### config.mk
export PLATFORM = sky130hd
export DESIGN_NAME = stkm_div
export DESIGN_NICKNAME = d
export VERILOG_FILES = /design/src/hdl/stkm_pkg.sv /design/src/hdl/stkm_div.sv
export SDC_FILE = /design/constraint.sdc
export NUM_CORES = 1
export LEC_CHECK = 0
export ABC_AREA = 1
export BUFFER_PORTS_ARGS = -buffer_cell sky130_fd_sc_hd__buf_2
export CAP_MARGIN = 30
export CELL_PAD_IN_SITES_DETAIL_PLACEMENT = 0
export CELL_PAD_IN_SITES_GLOBAL_PLACEMENT = 1
export CORE_MARGIN = 1
export CORE_UTILIZATION = 43
export CTS_CLUSTER_DIAMETER = 50
export CTS_CLUSTER_SIZE = 16
export DETAILED_ROUTE_END_ITERATION = 12
export PLACE_DENSITY_LB_ADDON = 0.1
export SLEW_MARGIN = 20
export SYNTH_ARGS = -nofsm -noshare
export SYNTH_HDL_FRONTEND = slang
export SYNTH_SLANG_ARGS = --single-unit
### constraint.sdc
create_clock -name clk -period 5.4 [get_ports clk]
set_clock_uncertainty 0.15 [all_clocks]
set_input_delay 0.54 -clock clk [delete_from_list [all_inputs] [get_ports clk]]
set_output_delay 0.54 -clock clk [all_outputs]
set_load 0.03 [all_outputs]
### src/hdl/stkm_pkg.sv
// Shared types and codes for the stack machine core.
// Holds the command/response beat structs, command, status and opcode constants.
// No dependencies.
package stkm_pkg;

  localparam int WORD_W = 32;
  localparam int CFG_W  = 13;

  typedef struct packed {
    logic [1:0]  command;
    logic [11:0] address;
    logic [31:0] write_word;
    logic [7:0]  input_byte;
  } cmd_t;

  typedef struct packed {
    logic [2:0]  status;
    logic [31:0] read_word;
    logic        char_valid;
    logic [7:0]  char_out;
    logic [11:0] next_ip;
    logic [12:0] stack_level;
  } rsp_t;

  localparam logic [1:0] CMD_WRITE = 2'd0;
  localparam logic [1:0] CMD_READ  = 2'd1;
  localparam logic [1:0] CMD_STEP  = 2'd2;

  localparam logic [2:0] ST_OK      = 3'd0;
  localparam logic [2:0] ST_HALTED  = 3'd1;
  localparam logic [2:0] ST_BAD_OP  = 3'd2;
  localparam logic [2:0] ST_ADDR    = 3'd3;
  localparam logic [2:0] ST_STACK   = 3'd4;
  localparam logic [2:0] ST_IGNORED = 3'd5;

  localparam logic [6:0] UOP_POP    = 7'd0;
  localparam logic [6:0] UOP_PUSH   = 7'd1;
  localparam logic [6:0] UOP_PUSHIP = 7'd2;
  localparam logic [6:0] UOP_PUSHSP = 7'd3;
  localparam logic [6:0] UOP_LOAD   = 7'd4;
  localparam logic [6:0] UOP_STORE  = 7'd5;
  localparam logic [6:0] UOP_JUMP   = 7'd6;
  localparam logic [6:0] UOP_NOT    = 7'd7;
  localparam logic [6:0] UOP_PUTB   = 7'd8;
  localparam logic [6:0] UOP_GETB   = 7'd9;
  localparam logic [6:0] UOP_HALT   = 7'd10;

  localparam logic [6:0] BOP_ADD = 7'd0;
  localparam logic [6:0] BOP_SUB = 7'd1;
  localparam logic [6:0] BOP_MUL = 7'd2;
  localparam logic [6:0] BOP_DIV = 7'd3;
  localparam logic [6:0] BOP_AND = 7'd4;
  localparam logic [6:0] BOP_OR  = 7'd5;
  localparam logic [6:0] BOP_XOR = 7'd6;
  localparam logic [6:0] BOP_EQ  = 7'd7;
  localparam logic [6:0] BOP_LT  = 7'd8;

endpackage

### src/hdl/stkm_div.sv
// Iterative signed truncating divider, one quotient bit per cycle.
// Divide by zero gives zero. Depends on stkm_pkg.
module stkm_div (
  input  logic                      clk,
  input  logic                      rst,
  input  logic                      start,
  input  logic [stkm_pkg::WORD_W-1:0] dividend,
  input  logic [stkm_pkg::WORD_W-1:0] divisor,
  output logic                      done,
  output logic [stkm_pkg::WORD_W-1:0] quotient
);
  import stkm_pkg::*;

  localparam int CW = $clog2(WORD_W);

  logic              busy;
  logic [CW-1:0]     cnt;
  logic [WORD_W-1:0] rem;
  logic [WORD_W-1:0] quo;
  logic [WORD_W-1:0] dvs;
  logic              neg;
  logic              zero;
  logic [WORD_W:0]   rem_sh;
  logic              ge;

  assign rem_sh = {rem, quo[WORD_W-1]};
  assign ge     = rem_sh >= {1'b0, dvs};

  always_ff @(posedge clk) begin
    if (rst) begin
      busy <= 1'b0;
      done <= 1'b0;
    end else begin
      done <= 1'b0;
      if (start) begin
        busy <= 1'b1;
        cnt  <= '0;
        rem  <= '0;
        quo  <= dividend[WORD_W-1] ? (~dividend + 1'b1) : dividend;
        dvs  <= divisor[WORD_W-1] ? (~divisor + 1'b1) : divisor;
        neg  <= dividend[WORD_W-1] ^ divisor[WORD_W-1];
        zero <= divisor == '0;
      end else if (busy) begin
        rem <= ge ? WORD_W'(rem_sh - {1'b0, dvs}) : rem_sh[WORD_W-1:0];
        quo <= {quo[WORD_W-2:0], ge};
        cnt <= cnt + 1'b1;
        if (cnt == CW'(WORD_W - 1)) begin
          busy <= 1'b0;
          done <= 1'b1;
        end
      end
    end
  end

  assign quotient = zero ? '0 : (neg ? (~quo + 1'b1) : quo);
endmodule

# Yosys cells after proc, flatten, opt, wreduce, memory -nomap -nowiden
# Index checks and enable logic that the tools add are counted.
# totals
latch_bits,0
word_cells,40
mem_bits_rw,0
n_memories,0
reg_bits,105
out_inout_bits,33
input_bits,67
mem_bits_ro,0
# op_classes
n_mul,0
muxes,13
shift,0
add_sub_neg,5
n_reduce_logical,5
n_bitwise,6
div_mod_pow,0
n_lt_le_gt_ge,1
n_eq_ne,1
# op_table
cell,n
$mux 32,7
$add 32x1->32 const B,3
$not 32->32,3
$ge 33x32->1,1
$logic_not 32->1,1
$sub 32x32->32,1
$mux 31,1
$add 5x1->5 const B,1
$eq 5x5->1 const B,1
$mux 5,1
$mux 1,4
$reduce_and 2->1,2
$reduce_or 3->1,1
$not 1->1,2
$reduce_bool 2->1,1
$xor 1x1->1,1

# Longest topological paths before layout
# Gate-level depths: netlist of run 1.
# logic_depth
word_depth,4
depth_mapped,16
mapped_depth_nobuf,16

# Worst setup path before layout of run 1
# No wires, ideal clock.
# synth_path
kind,input -> register
start,in start
end,reg cnt[0] (enable)
arrival_time_ps,4399
slack_ps,332
required_time_ps,4730
setup_time_ps,520
path_stages,4
path_buffers,2
cell_sequence,clkbuf_1 inv_2 buf_2 a21oi_1
# synth_between
elab_chain_cells,2
# synth_lines
element,line_no,rtl
"start, declared",stkm_div.sv:6,"input logic start,"
$reduce_bool 2->1 (no source line),n/a,
$reduce_and 2->1 (no source line),n/a,
"end signal, assigned",stkm_div.sv:46,cnt <= cnt + 1'b1;
"end, declared",stkm_div.sv:17,logic [CW-1:0] cnt;
# Every way passes these cells.
# A chain may end at the register's enable or synchronous reset.

# Worst setup path after layout of run 1
# layout_path
start,reg quo[0]
end,out quotient[18] (netlist name)
# layout_between
elab_chain_cells,4
# layout_lines
element,line_no,rtl
"start, declared",stkm_div.sv:19,logic [WORD_W-1:0] quo;
"start signal, assigned",stkm_div.sv:39,quo <= dividend[WORD_W-1] ? (~dividend + 1'b1) : dividend;
"start signal, assigned",stkm_div.sv:45,"quo <= {quo[WORD_W-2:0], ge};"
$not 32->32,stkm_div.sv:55,assign quotient = zero ? '0 : (neg ? (~quo + 1'b1) : quo);
$add 32x1->32,stkm_div.sv:55,
$mux 32 (2 in series),stkm_div.sv:55,
"end, declared",stkm_div.sv:10,output logic [stkm_pkg::WORD_W-1:0] quotient
# Every way passes these cells.

==> results by stage, run 1 <==
Status:
- The run finished with clean final reports.

Timing:
- The minimum clock period after layout is 3.27 ns.
- The transition at the pin with the smallest max-transition slack is 0.837 ns.
- Summed over all failing endpoints, the final setup total negative slack is 0 ns.
- In the finished design, the share of the clock period the worst path needs comes to 60.5%.
- The final critical-path setup slack is 2.13 ns.
- The worst slew slack as a fraction of its limit is 44.2%.
- The number of slew-limit violations in the final report came to 0.
- Final hold analysis gives a worst-case slack of 0.297 ns.
- For this run, the top clock speed supported by timing is 0.306 GHz.
- Setup repair after global routing left no endpoint under its margin.
- The total count of hold-check failures in the final report is 0.
- Setup violations remaining at the end of the flow were counted as 0.

Power and ir drop:
- The largest voltage drop on the vdd net is 0.000164 V.
- The cell internal power dissipation is 1660 uW.
- The switching component of the power is 1020 uW.
- The switching portion of total power is 38.0%.
- For this design the ratio of total power to cell area is 249 nW/um^2.
- The sequential group share of total power is 39.0%.
- Of the total power, combinational logic draws 36.5%.
- Per report_power, the clock group accounts for 24.5% of the total.
- The standby leakage power is 0.00556 uW.

Setup path:
- Following the worst setup path forward leads to its endpoint at quotient[18].
- The category of the worst setup path capture point is an output pin.
- The endpoint identified for the worst register-to-register timing path is quo[0].
- The longest individual stage delay on the worst path is 0.45 ns.
- The number of cells on the worst reg-to-reg path is 13.
- The type of the worst setup path is flip-flop to output pin.
- The worst register-to-register path begins at rem[23].
- The startpoint kind of the worst setup timing path is a flip-flop.
- The slowest cell on the critical path is sky130_fd_sc_hd__edfxtp_1.
- The critical path startpoint is quo[0].
- The top fanout value on the critical path is 4.
- At the worst endpoint, the arrival time is 2.58 ns.
- Traced cell by cell, the critical path runs through inv_1 -> ha_1 -> nand3_1 -> nor2_2 -> nand4_1 -> o21ai_1 -> o21ai_0 -> a21oi_1 -> buf_2.
- In this run the register-to-register setup slack is 2.28 ns.
- At the worst endpoint, the required time is 4.71 ns.

GRT:
- The first global-routing pass estimated 45700 microns of wire.
- The number of antenna violations at the first check in global routing came to 1.
- The total routing usage reported by global routing is 25.3%.
- The total overflow left after global routing is 0.
- The via count of the first global-routing pass is 8395.
- The maximum number of pins on one net before global-route repair is 80.

Detailed routing:
- The first-iteration detailed-routing DRC count is 821.
- The detailed-route wire length per cell is 15.6 microns.
- The routed design uses 1730 microns of met3 wire.
- The routed layout has 9533 vias.
- The topmost layer with routed signal wires is met5.
- The per-cell via count in the routed design is 5.05.
- The post-detailed-route count of antenna-violating nets is 0.
- The detailed-routed wire length on met2 is 11500 microns.
- The final layout contains routed wiring with a total length of 29400 microns.
- Before antenna repair, the detailed router went through 8 iterations.
- The met1 wire length is 15700 microns.
- For this run, design rule violations remaining after detail routing come to 0.

Layout:
- The share of cells above drive strength 1 is 9.02%.
- The count of placed standard cells in the final layout, fillers left out is 1887.
- The layout has 2325 filler cells.
- The count of antenna diodes in the layout is 0.
- The net count reported at finish is 1707.
- Relative to the synthesized area, the layout overhead comes to 10.6%.
- At the end of the flow the core is filled with cells to 49.0%.

Synthesis:
- The post-synthesis sequential area ratio is 32.1%.
- When the netlist entered floorplanning its net count stood at 1626.
- The mean post-synth cell area is 6.41 sq um.
- The flip-flop cell with the highest count after synthesis is sky130_fd_sc_hd__edfxtp_1.
- Synthesis handed over a netlist of 1521 instances.
- The netlist area before placement is 9760 sq um.
- The number of enable-type register cells in the synthesized netlist is 103.
- The number of storage elements in the synthesis netlist is 105.
- Synthesis instantiated 39 different standard cells from the library.
- The number of warning messages in the yosys log is 0.
- The synthesized design devotes to its leading area cell type 31.7% of total area.
- Of all flip-flops after synthesis, the portion carrying an async set or reset was 0%.
- After synthesis, the cell types taking the most area are sky130_fd_sc_hd__edfxtp_1 32%, sky130_fd_sc_hd__nand2_1 17%, sky130_fd_sc_hd__inv_1 11%, sky130_fd_sc_hd__nor2_1 8.7%, sky130_fd_sc_hd__nand3_1 5.3%.
- The cell type contributing the most total cell area after synthesis is sky130_fd_sc_hd__edfxtp_1.

CTS:
- The clock passes through at most 2 buffers.
- The CTS buffer count is 9.
- After clock tree synthesis, the clock-pin slew on the worst setup and hold paths is 0.07 ns.
- The H-tree was split into 3 levels.
- The count of buffers added by post-CTS timing repair for setup is 0.
- The number of instances resized during post-cts repair is 0.
- TritonCTS built the clock tree.
- The post-cts hold buffer count is 0.
- The buffer cell driving the clock tree root is sky130_fd_sc_hd__clkbuf_16.
- The clock latency of the later-clocked register in the worst-skew pair is 0.36 ns.
- The sink count of the clock tree is 105.

Floorplan:
- The area of the die is 23300 sq um.
- The x dimension of the die is 153 microns.
- The die height is 153 microns.
- The initial core utilization is 44.3%.
- The number of rows created at floorplan is 54.
- The number of top-level pins is 100.
- The core region area is 22000 sq um.

Place:
- OpenSTA, run right after detailed placement, puts the worst setup slack at 2.31 ns.
- The total of buffers placed on input and output ports is 99.
- The placer's final routability congestion estimate is 0.923.
- Counting tap cells, the placed design contains a total of 1869 instances.
- The half-perimeter wire length after placement is 23500 microns.

Hold path:
- The worst min-delay path category is input pin to flip-flop.

Run:
- Max-cap violations in this run came to 0.
==> flip-flops by register name (all words and copies together), names as in the netlist <==
register / count
neg: 1
busy: 1
done: 1
rem: 32
zero: 1
quo: 32
cnt: 5
dvs: 32
==> synthesized netlist by cell type, types with 4 or more instances <==
cell,number
sky130_fd_sc_hd__nand3b_1,21
sky130_fd_sc_hd__nor3_2,4
sky130_fd_sc_hd__clkbuf_1,22
sky130_fd_sc_hd__nor2_1,226
sky130_fd_sc_hd__a21oi_1,48
sky130_fd_sc_hd__inv_1,273
sky130_fd_sc_hd__ha_1,37
sky130_fd_sc_hd__nand2_2,5
sky130_fd_sc_hd__and2_1,5
sky130_fd_sc_hd__xnor2_1,14
sky130_fd_sc_hd__nand3_1,103
sky130_fd_sc_hd__nand4_1,21
sky130_fd_sc_hd__buf_6,7
sky130_fd_sc_hd__nand2_1,450
sky130_fd_sc_hd__xor2_1,47
sky130_fd_sc_hd__nor3_1,18
sky130_fd_sc_hd__edfxtp_1,103
sky130_fd_sc_hd__nor2_2,7
sky130_fd_sc_hd__o21ai_0,74
==> area by class of cell <==
| type | count | area, sq um | share of cell area (%) |
|---|---|---|---|
| Tap cell | 280 | 350 | 3.25 |
| Clock inverter | 6 | 58.8 | 0.545 |
| Clock buffer | 10 | 229 | 2.12 |
| Sequential cell | 105 | 3130 | 29.0 |
| Multi-Input combinational cell | 1108 | 5430 | 50.3 |
| Timing Repair Buffer | 104 | 561 | 5.20 |
| Inverter | 274 | 1030 | 9.53 |
==> placed cells by master, fill, tap and decap left out, types with 3 or more instances in the layout <==
master / netlist / final
sky130_fd_sc_hd__o21ai_0: 74 / 74
sky130_fd_sc_hd__ha_1: 37 / 37
sky130_fd_sc_hd__buf_2: 3 / 99
sky130_fd_sc_hd__nand3_2: 3 / 3
sky130_fd_sc_hd__nor3_1: 18 / 18
sky130_fd_sc_hd__or2_2: 3 / 3
sky130_fd_sc_hd__a21oi_1: 48 / 47
sky130_fd_sc_hd__xnor2_1: 14 / 14
sky130_fd_sc_hd__nand2_1: 450 / 450
sky130_fd_sc_hd__nand2_2: 5 / 5
sky130_fd_sc_hd__inv_1: 273 / 273
sky130_fd_sc_hd__o211ai_1: 3 / 3
sky130_fd_sc_hd__clkbuf_16: 0 / 9
sky130_fd_sc_hd__a31oi_1: 3 / 3
sky130_fd_sc_hd__o31ai_1: 3 / 3
sky130_fd_sc_hd__nand3b_1: 21 / 21
sky130_fd_sc_hd__nor2_1: 226 / 225
sky130_fd_sc_hd__buf_4: 1 / 3
sky130_fd_sc_hd__and2_1: 5 / 5
sky130_fd_sc_hd__nand4_1: 21 / 21
sky130_fd_sc_hd__nor2_2: 7 / 7
sky130_fd_sc_hd__nand3_1: 103 / 103
sky130_fd_sc_hd__and3_1: 3 / 3
sky130_fd_sc_hd__edfxtp_1: 103 / 103
sky130_fd_sc_hd__nor3_2: 4 / 4
sky130_fd_sc_hd__xor2_1: 47 / 47
==> logic make-up after synthesis <==
kind of cell / count (synthesis) / share of synthesized area (%)
fa+ha+maj: 38 / 4.95
simple gates: 871 / 37.5
xor+xnor: 61 / 5.48
compound gates: 138 / 7.45
flops: 105 / 32.1
buf+inv: 308 / 12.5
==> power groups by stage <==
| stage | Clock, uW | Sequential, uW | Combinational, uW |
|---|---|---|---|
| after detailed placement | 0 | 1070 | 959 |
| final | 658 | 1050 | 979 |
| after global placement | 0 | 1060 | 959 |
| after global routing | 693 | 1050 | 1100 |
| after CTS | 669 | 1050 | 963 |
| after floorplan | 0 | 1050 | 702 |
==> worst max-delay path: cells and delay by family, from the launching register on <==
family / cells / cell delay [ns]
AND/OR/NAND/NOR: 3 / 0.58
AO/OA/AOI/OAI: 3 / 0.57
flip-flops: 1 / 0.45
buffers and inverters: 2 / 0.38
adder cells (fa/ha/maj): 1 / 0.25
==> metrics by stage <==
step / power [uW] / area, sq um
6_report: 2680 / 10800
5_1_grt: 2850 / 10800
4_1_cts: 2680 / 10700
3_5_place_dp: 2020 / 10500
3_3_place_gp: 2020 / 10500
2_1_floorplan: 1750 / 9760
==> per-layer routing <==
metal  GRT usage (%)  vias up
met2            34.9      315
met1            41.2     4252
li1                -     4940
met3            2.39       24
met4            6.06        2
met5               0        -
==> worst min-delay path by stage <==
stage	endpoint	start	cells past startpoint	slack, ns
2_1_floorplan	done	busy	3	0.35
3_5_place_dp	quo[19]	quo[18]	2	0.43
3_3_place_gp	rem[22]	rem[21]	2	0.43
5_1_grt	dvs[0]	divisor[0]	1	0.29
6_report	dvs[0]	divisor[0]	1	0.30
4_1_cts	dvs[0]	divisor[0]	1	0.29
No activity file was read; power rests on OpenSTA's default activity.
==> run 2, diff against run 1 <==
Clock period 5.4 ns to 3.3 ns, I/O delays scaled along.
==> results by stage, run 2 (synthesis results as in run 1) <==
Timing:
- The minimum clock period after layout is 3.03 ns.
- Setup repair after global routing left no endpoint under its margin.
- The total count of hold-check failures in the final report is 0 (unchanged).
- The transition at the pin with the smallest max-transition slack is 0.729 ns (-0.108 ns).
- The number of slew-limit violations in the final report is 0 (unchanged).
- The final hold slack was 0.0830 ns (-0.214 ns).
- The final critical-path setup slack is 0.266 ns (-1.87 ns).
- The worst slew slack as a fraction of its limit was 51.4% (+7.1 points).
- The number of endpoints failing setup at the final stage is 0 (unchanged).
- The period utilization is 92.0%.
- The achievable frequency is 0.330 GHz.
- The post-route setup TNS was 0 ns (unchanged).

Layout:
- In the final layout, the registers with the most flip-flops are dvs (32), quo (32), rem (32).
- Leaving out fill and tap cells, the most frequent cell in the layout is sky130_fd_sc_hd__nand2_1.
- Compared with the post-synthesis result, the final layout area differs by 11.6%.
- The net count reported at finish was 1714 (+0.41%).
- The final core utilization is 49.4% (+0.44 points).
- The register area is 3130 sq um (unchanged).
- The count of placed standard cells in the final layout, fillers left out is 1895 (+0.42%).
- The total area of multi-input combinational cells is 5420 sq um (about the same).
- Leaving out fill and tap cells, the most frequent cells in the layout are 450 x sky130_fd_sc_hd__nand2_1, 273 x sky130_fd_sc_hd__inv_1, 225 x sky130_fd_sc_hd__nor2_1, 103 x sky130_fd_sc_hd__nand3_1, 103 x sky130_fd_sc_hd__edfxtp_1.
- The share of cells above drive strength 1 is 9.42% (+0.39 points).
- The total of fill cells in the finished design is 2349 (+1.0%).

CTS:
- The number of H-tree branching levels was 3 (unchanged).
- The maximum buffer depth of the clock tree is 2 (unchanged).
- The clock-pin transition on the worst setup and hold timing paths was 0.07 ns (about the same).
- The number of instances resized during post-cts repair is 0 (unchanged).
- The count of buffers added by post-CTS timing repair for setup is 0 (unchanged).
- The cell sitting at the root of the clock tree is a sky130_fd_sc_hd__clkbuf_16.
- The post-cts hold buffer count is 0 (unchanged).
- TritonCTS built the clock tree.
- The sink count of the clock tree is 105 (unchanged).
- The clock latency of the later-clocked register in the worst-skew pair is 0.37 ns (about the same).
- The CTS buffer count came to 9 (unchanged).

Detailed routing:
- The detailed-route wire length per cell was 15.7 microns (+0.60%).
- The highest layer touched by signal routing is met4.
- The post-detailed-route count of antenna-violating nets came to 0 (unchanged).
- The detailed-routing iteration count for the pre-antenna-repair pass is 7 (-1).
- The per-cell via count in the routed design came to 5.09 (+0.77%).
- The met1 wire length came to 15300 microns (-2.4%).
- The total wire length is 29700 microns (+1.0%).
- The detailed-routed wire length on met2 is 12000 microns (+4.1%).
- The first-iteration detailed-routing DRC count is 682 (-17%).
- The met3 wire length is 2030 microns (+17%).
- The number of remaining DRC errors is 0 (unchanged).
- The total vias in the final route was 9647 (+1.2%).

Setup path:
- The required time of the worst setup path was 2.82 ns (-1.89 ns).
- The top fanout value on the critical path was 4 (unchanged).
- The category of the worst setup path capture point is an output pin.
- The critical path is of the flip-flop to output pin type.
- The worst setup path is launched from a flip-flop.
- The arrival time at the worst endpoint is 2.55 ns (-0.03 ns).

Place:
- The placer's final routability congestion estimate is 0.908 (-1.6%).
- The pre-CTS setup slack is 0.650 ns (-1.66 ns).
- The half-perimeter wire length after placement came to 23900 microns (+1.8%).
- The total of buffers placed on input and output ports is 99 (unchanged).
- The placed cell count is 1878 (+0.48%).

GRT:
- The number of antenna violations at the first check in global routing is 1 (unchanged).
- The global-route wire length before repair came to 47100 microns (+3.0%).
- The maximum number of pins on one net before global-route repair is 42 (-48%).
- The total routing usage reported by global routing came to 25.8% (+0.48 points).
- The global-route congestion overflow total was 0 (unchanged).
- The via count of the first global-routing pass was 8785 (+4.6%).

Hold path:
- The worst min-delay path category is input pin to flip-flop.

Floorplan:
- The initial core utilization is 44.3% (unchanged).
- The core region area is 22000 sq um (unchanged).
- The area of the die came to 23300 sq um (unchanged).
- The number of top-level pins is 100 (unchanged).
- The number of rows created at floorplan came to 54 (unchanged).
- The x dimension of the die came to 153 microns (unchanged).
- The die height is 153 microns (unchanged).

Power and ir drop:
- The power density over the cells is 415 nW/um^2 (+67%).
- The largest voltage drop on the vdd net is 0.000277 V (+70%).
- The standby leakage power is 0.00561 uW (+0.87%).

Run:
- The number of maximum-capacitance constraint violations is 0 (unchanged).

Status:
- The flow ran to the end, and the final reports show no timing, DRC or antenna violations.
==> run 2: cell types whose count changed in the layout (fill, tap and decap cells not counted), sizes merged <==
cell,before,now
diode,0,1
bufinv,1,2
inv,274,275
clkbuf,10,12
clkinv,4,0
buf,104,111
==> run 2: path summary, 6_finish.rpt <==
check,slack [ns],cells past startpoint,endpoint,from
setup / recovery,0.27,9,quotient[18],quo[0]
hold / removal,0.08,1,dvs[0],divisor[0]
setup reg to reg,0.65,12,rem[20],rem[8]
hold reg to reg,0.45,3,done,busy
==> run 2: metrics by stage <==
stage | total power [uW] | instance area (sq um)
2_1_floorplan | 2860 | 9770
3_3_place_gp | 3320 | 10600
3_5_place_dp | 3330 | 10600
4_1_cts | 4510 | 10900
5_1_grt | 4780 | 10900
6_report | 4510 | 10900
==> run 2: cell type report <==
| class | instances | area share (%) |
|---|---|---|
| diodes | 1 | 0.0230 |
| clock buffers | 12 | 2.17 |
| clock inverters | 4 | 0.701 |
| inverters | 274 | 9.45 |
| multi-input cells | 1108 | 49.8 |
| flip-flops and latches | 105 | 28.8 |
| well taps | 280 | 3.22 |
| repair buffers | 111 | 5.84 |
==> run 2: routing by layer <==
metal,global-route usage [%],up-vias
met5,0,-
met4,5.92,0
met3,3.27,22
met2,37.2,284
met1,40.2,4373
li1,-,4968
==> run 2: critical path: stages, from the launching register on <==
cell and delay (ns):
sky130_fd_sc_hd__edfxtp_1 0.42, sky130_fd_sc_hd__inv_1 0.17, sky130_fd_sc_hd__ha_1 0.25, sky130_fd_sc_hd__nand3_1 0.17
sky130_fd_sc_hd__nor2_2 0.20, sky130_fd_sc_hd__nand4_1 0.17, sky130_fd_sc_hd__o21ai_1 0.29, sky130_fd_sc_hd__o21ai_0 0.11
sky130_fd_sc_hd__a21oi_1 0.18, sky130_fd_sc_hd__buf_2 0.23
==> run 2: power breakdown <==
| group | switching, uW | internal (uW) | leakage (uW) |
|---|---|---|---|
| Clock | 517 | 670 | 0.000147 |
| Sequential | 92.7 | 1630 | 0.00100 |
| Combinational | 1090 | 519 | 0.00446 |
| Total | 1690 | 2820 | 0.00561 |
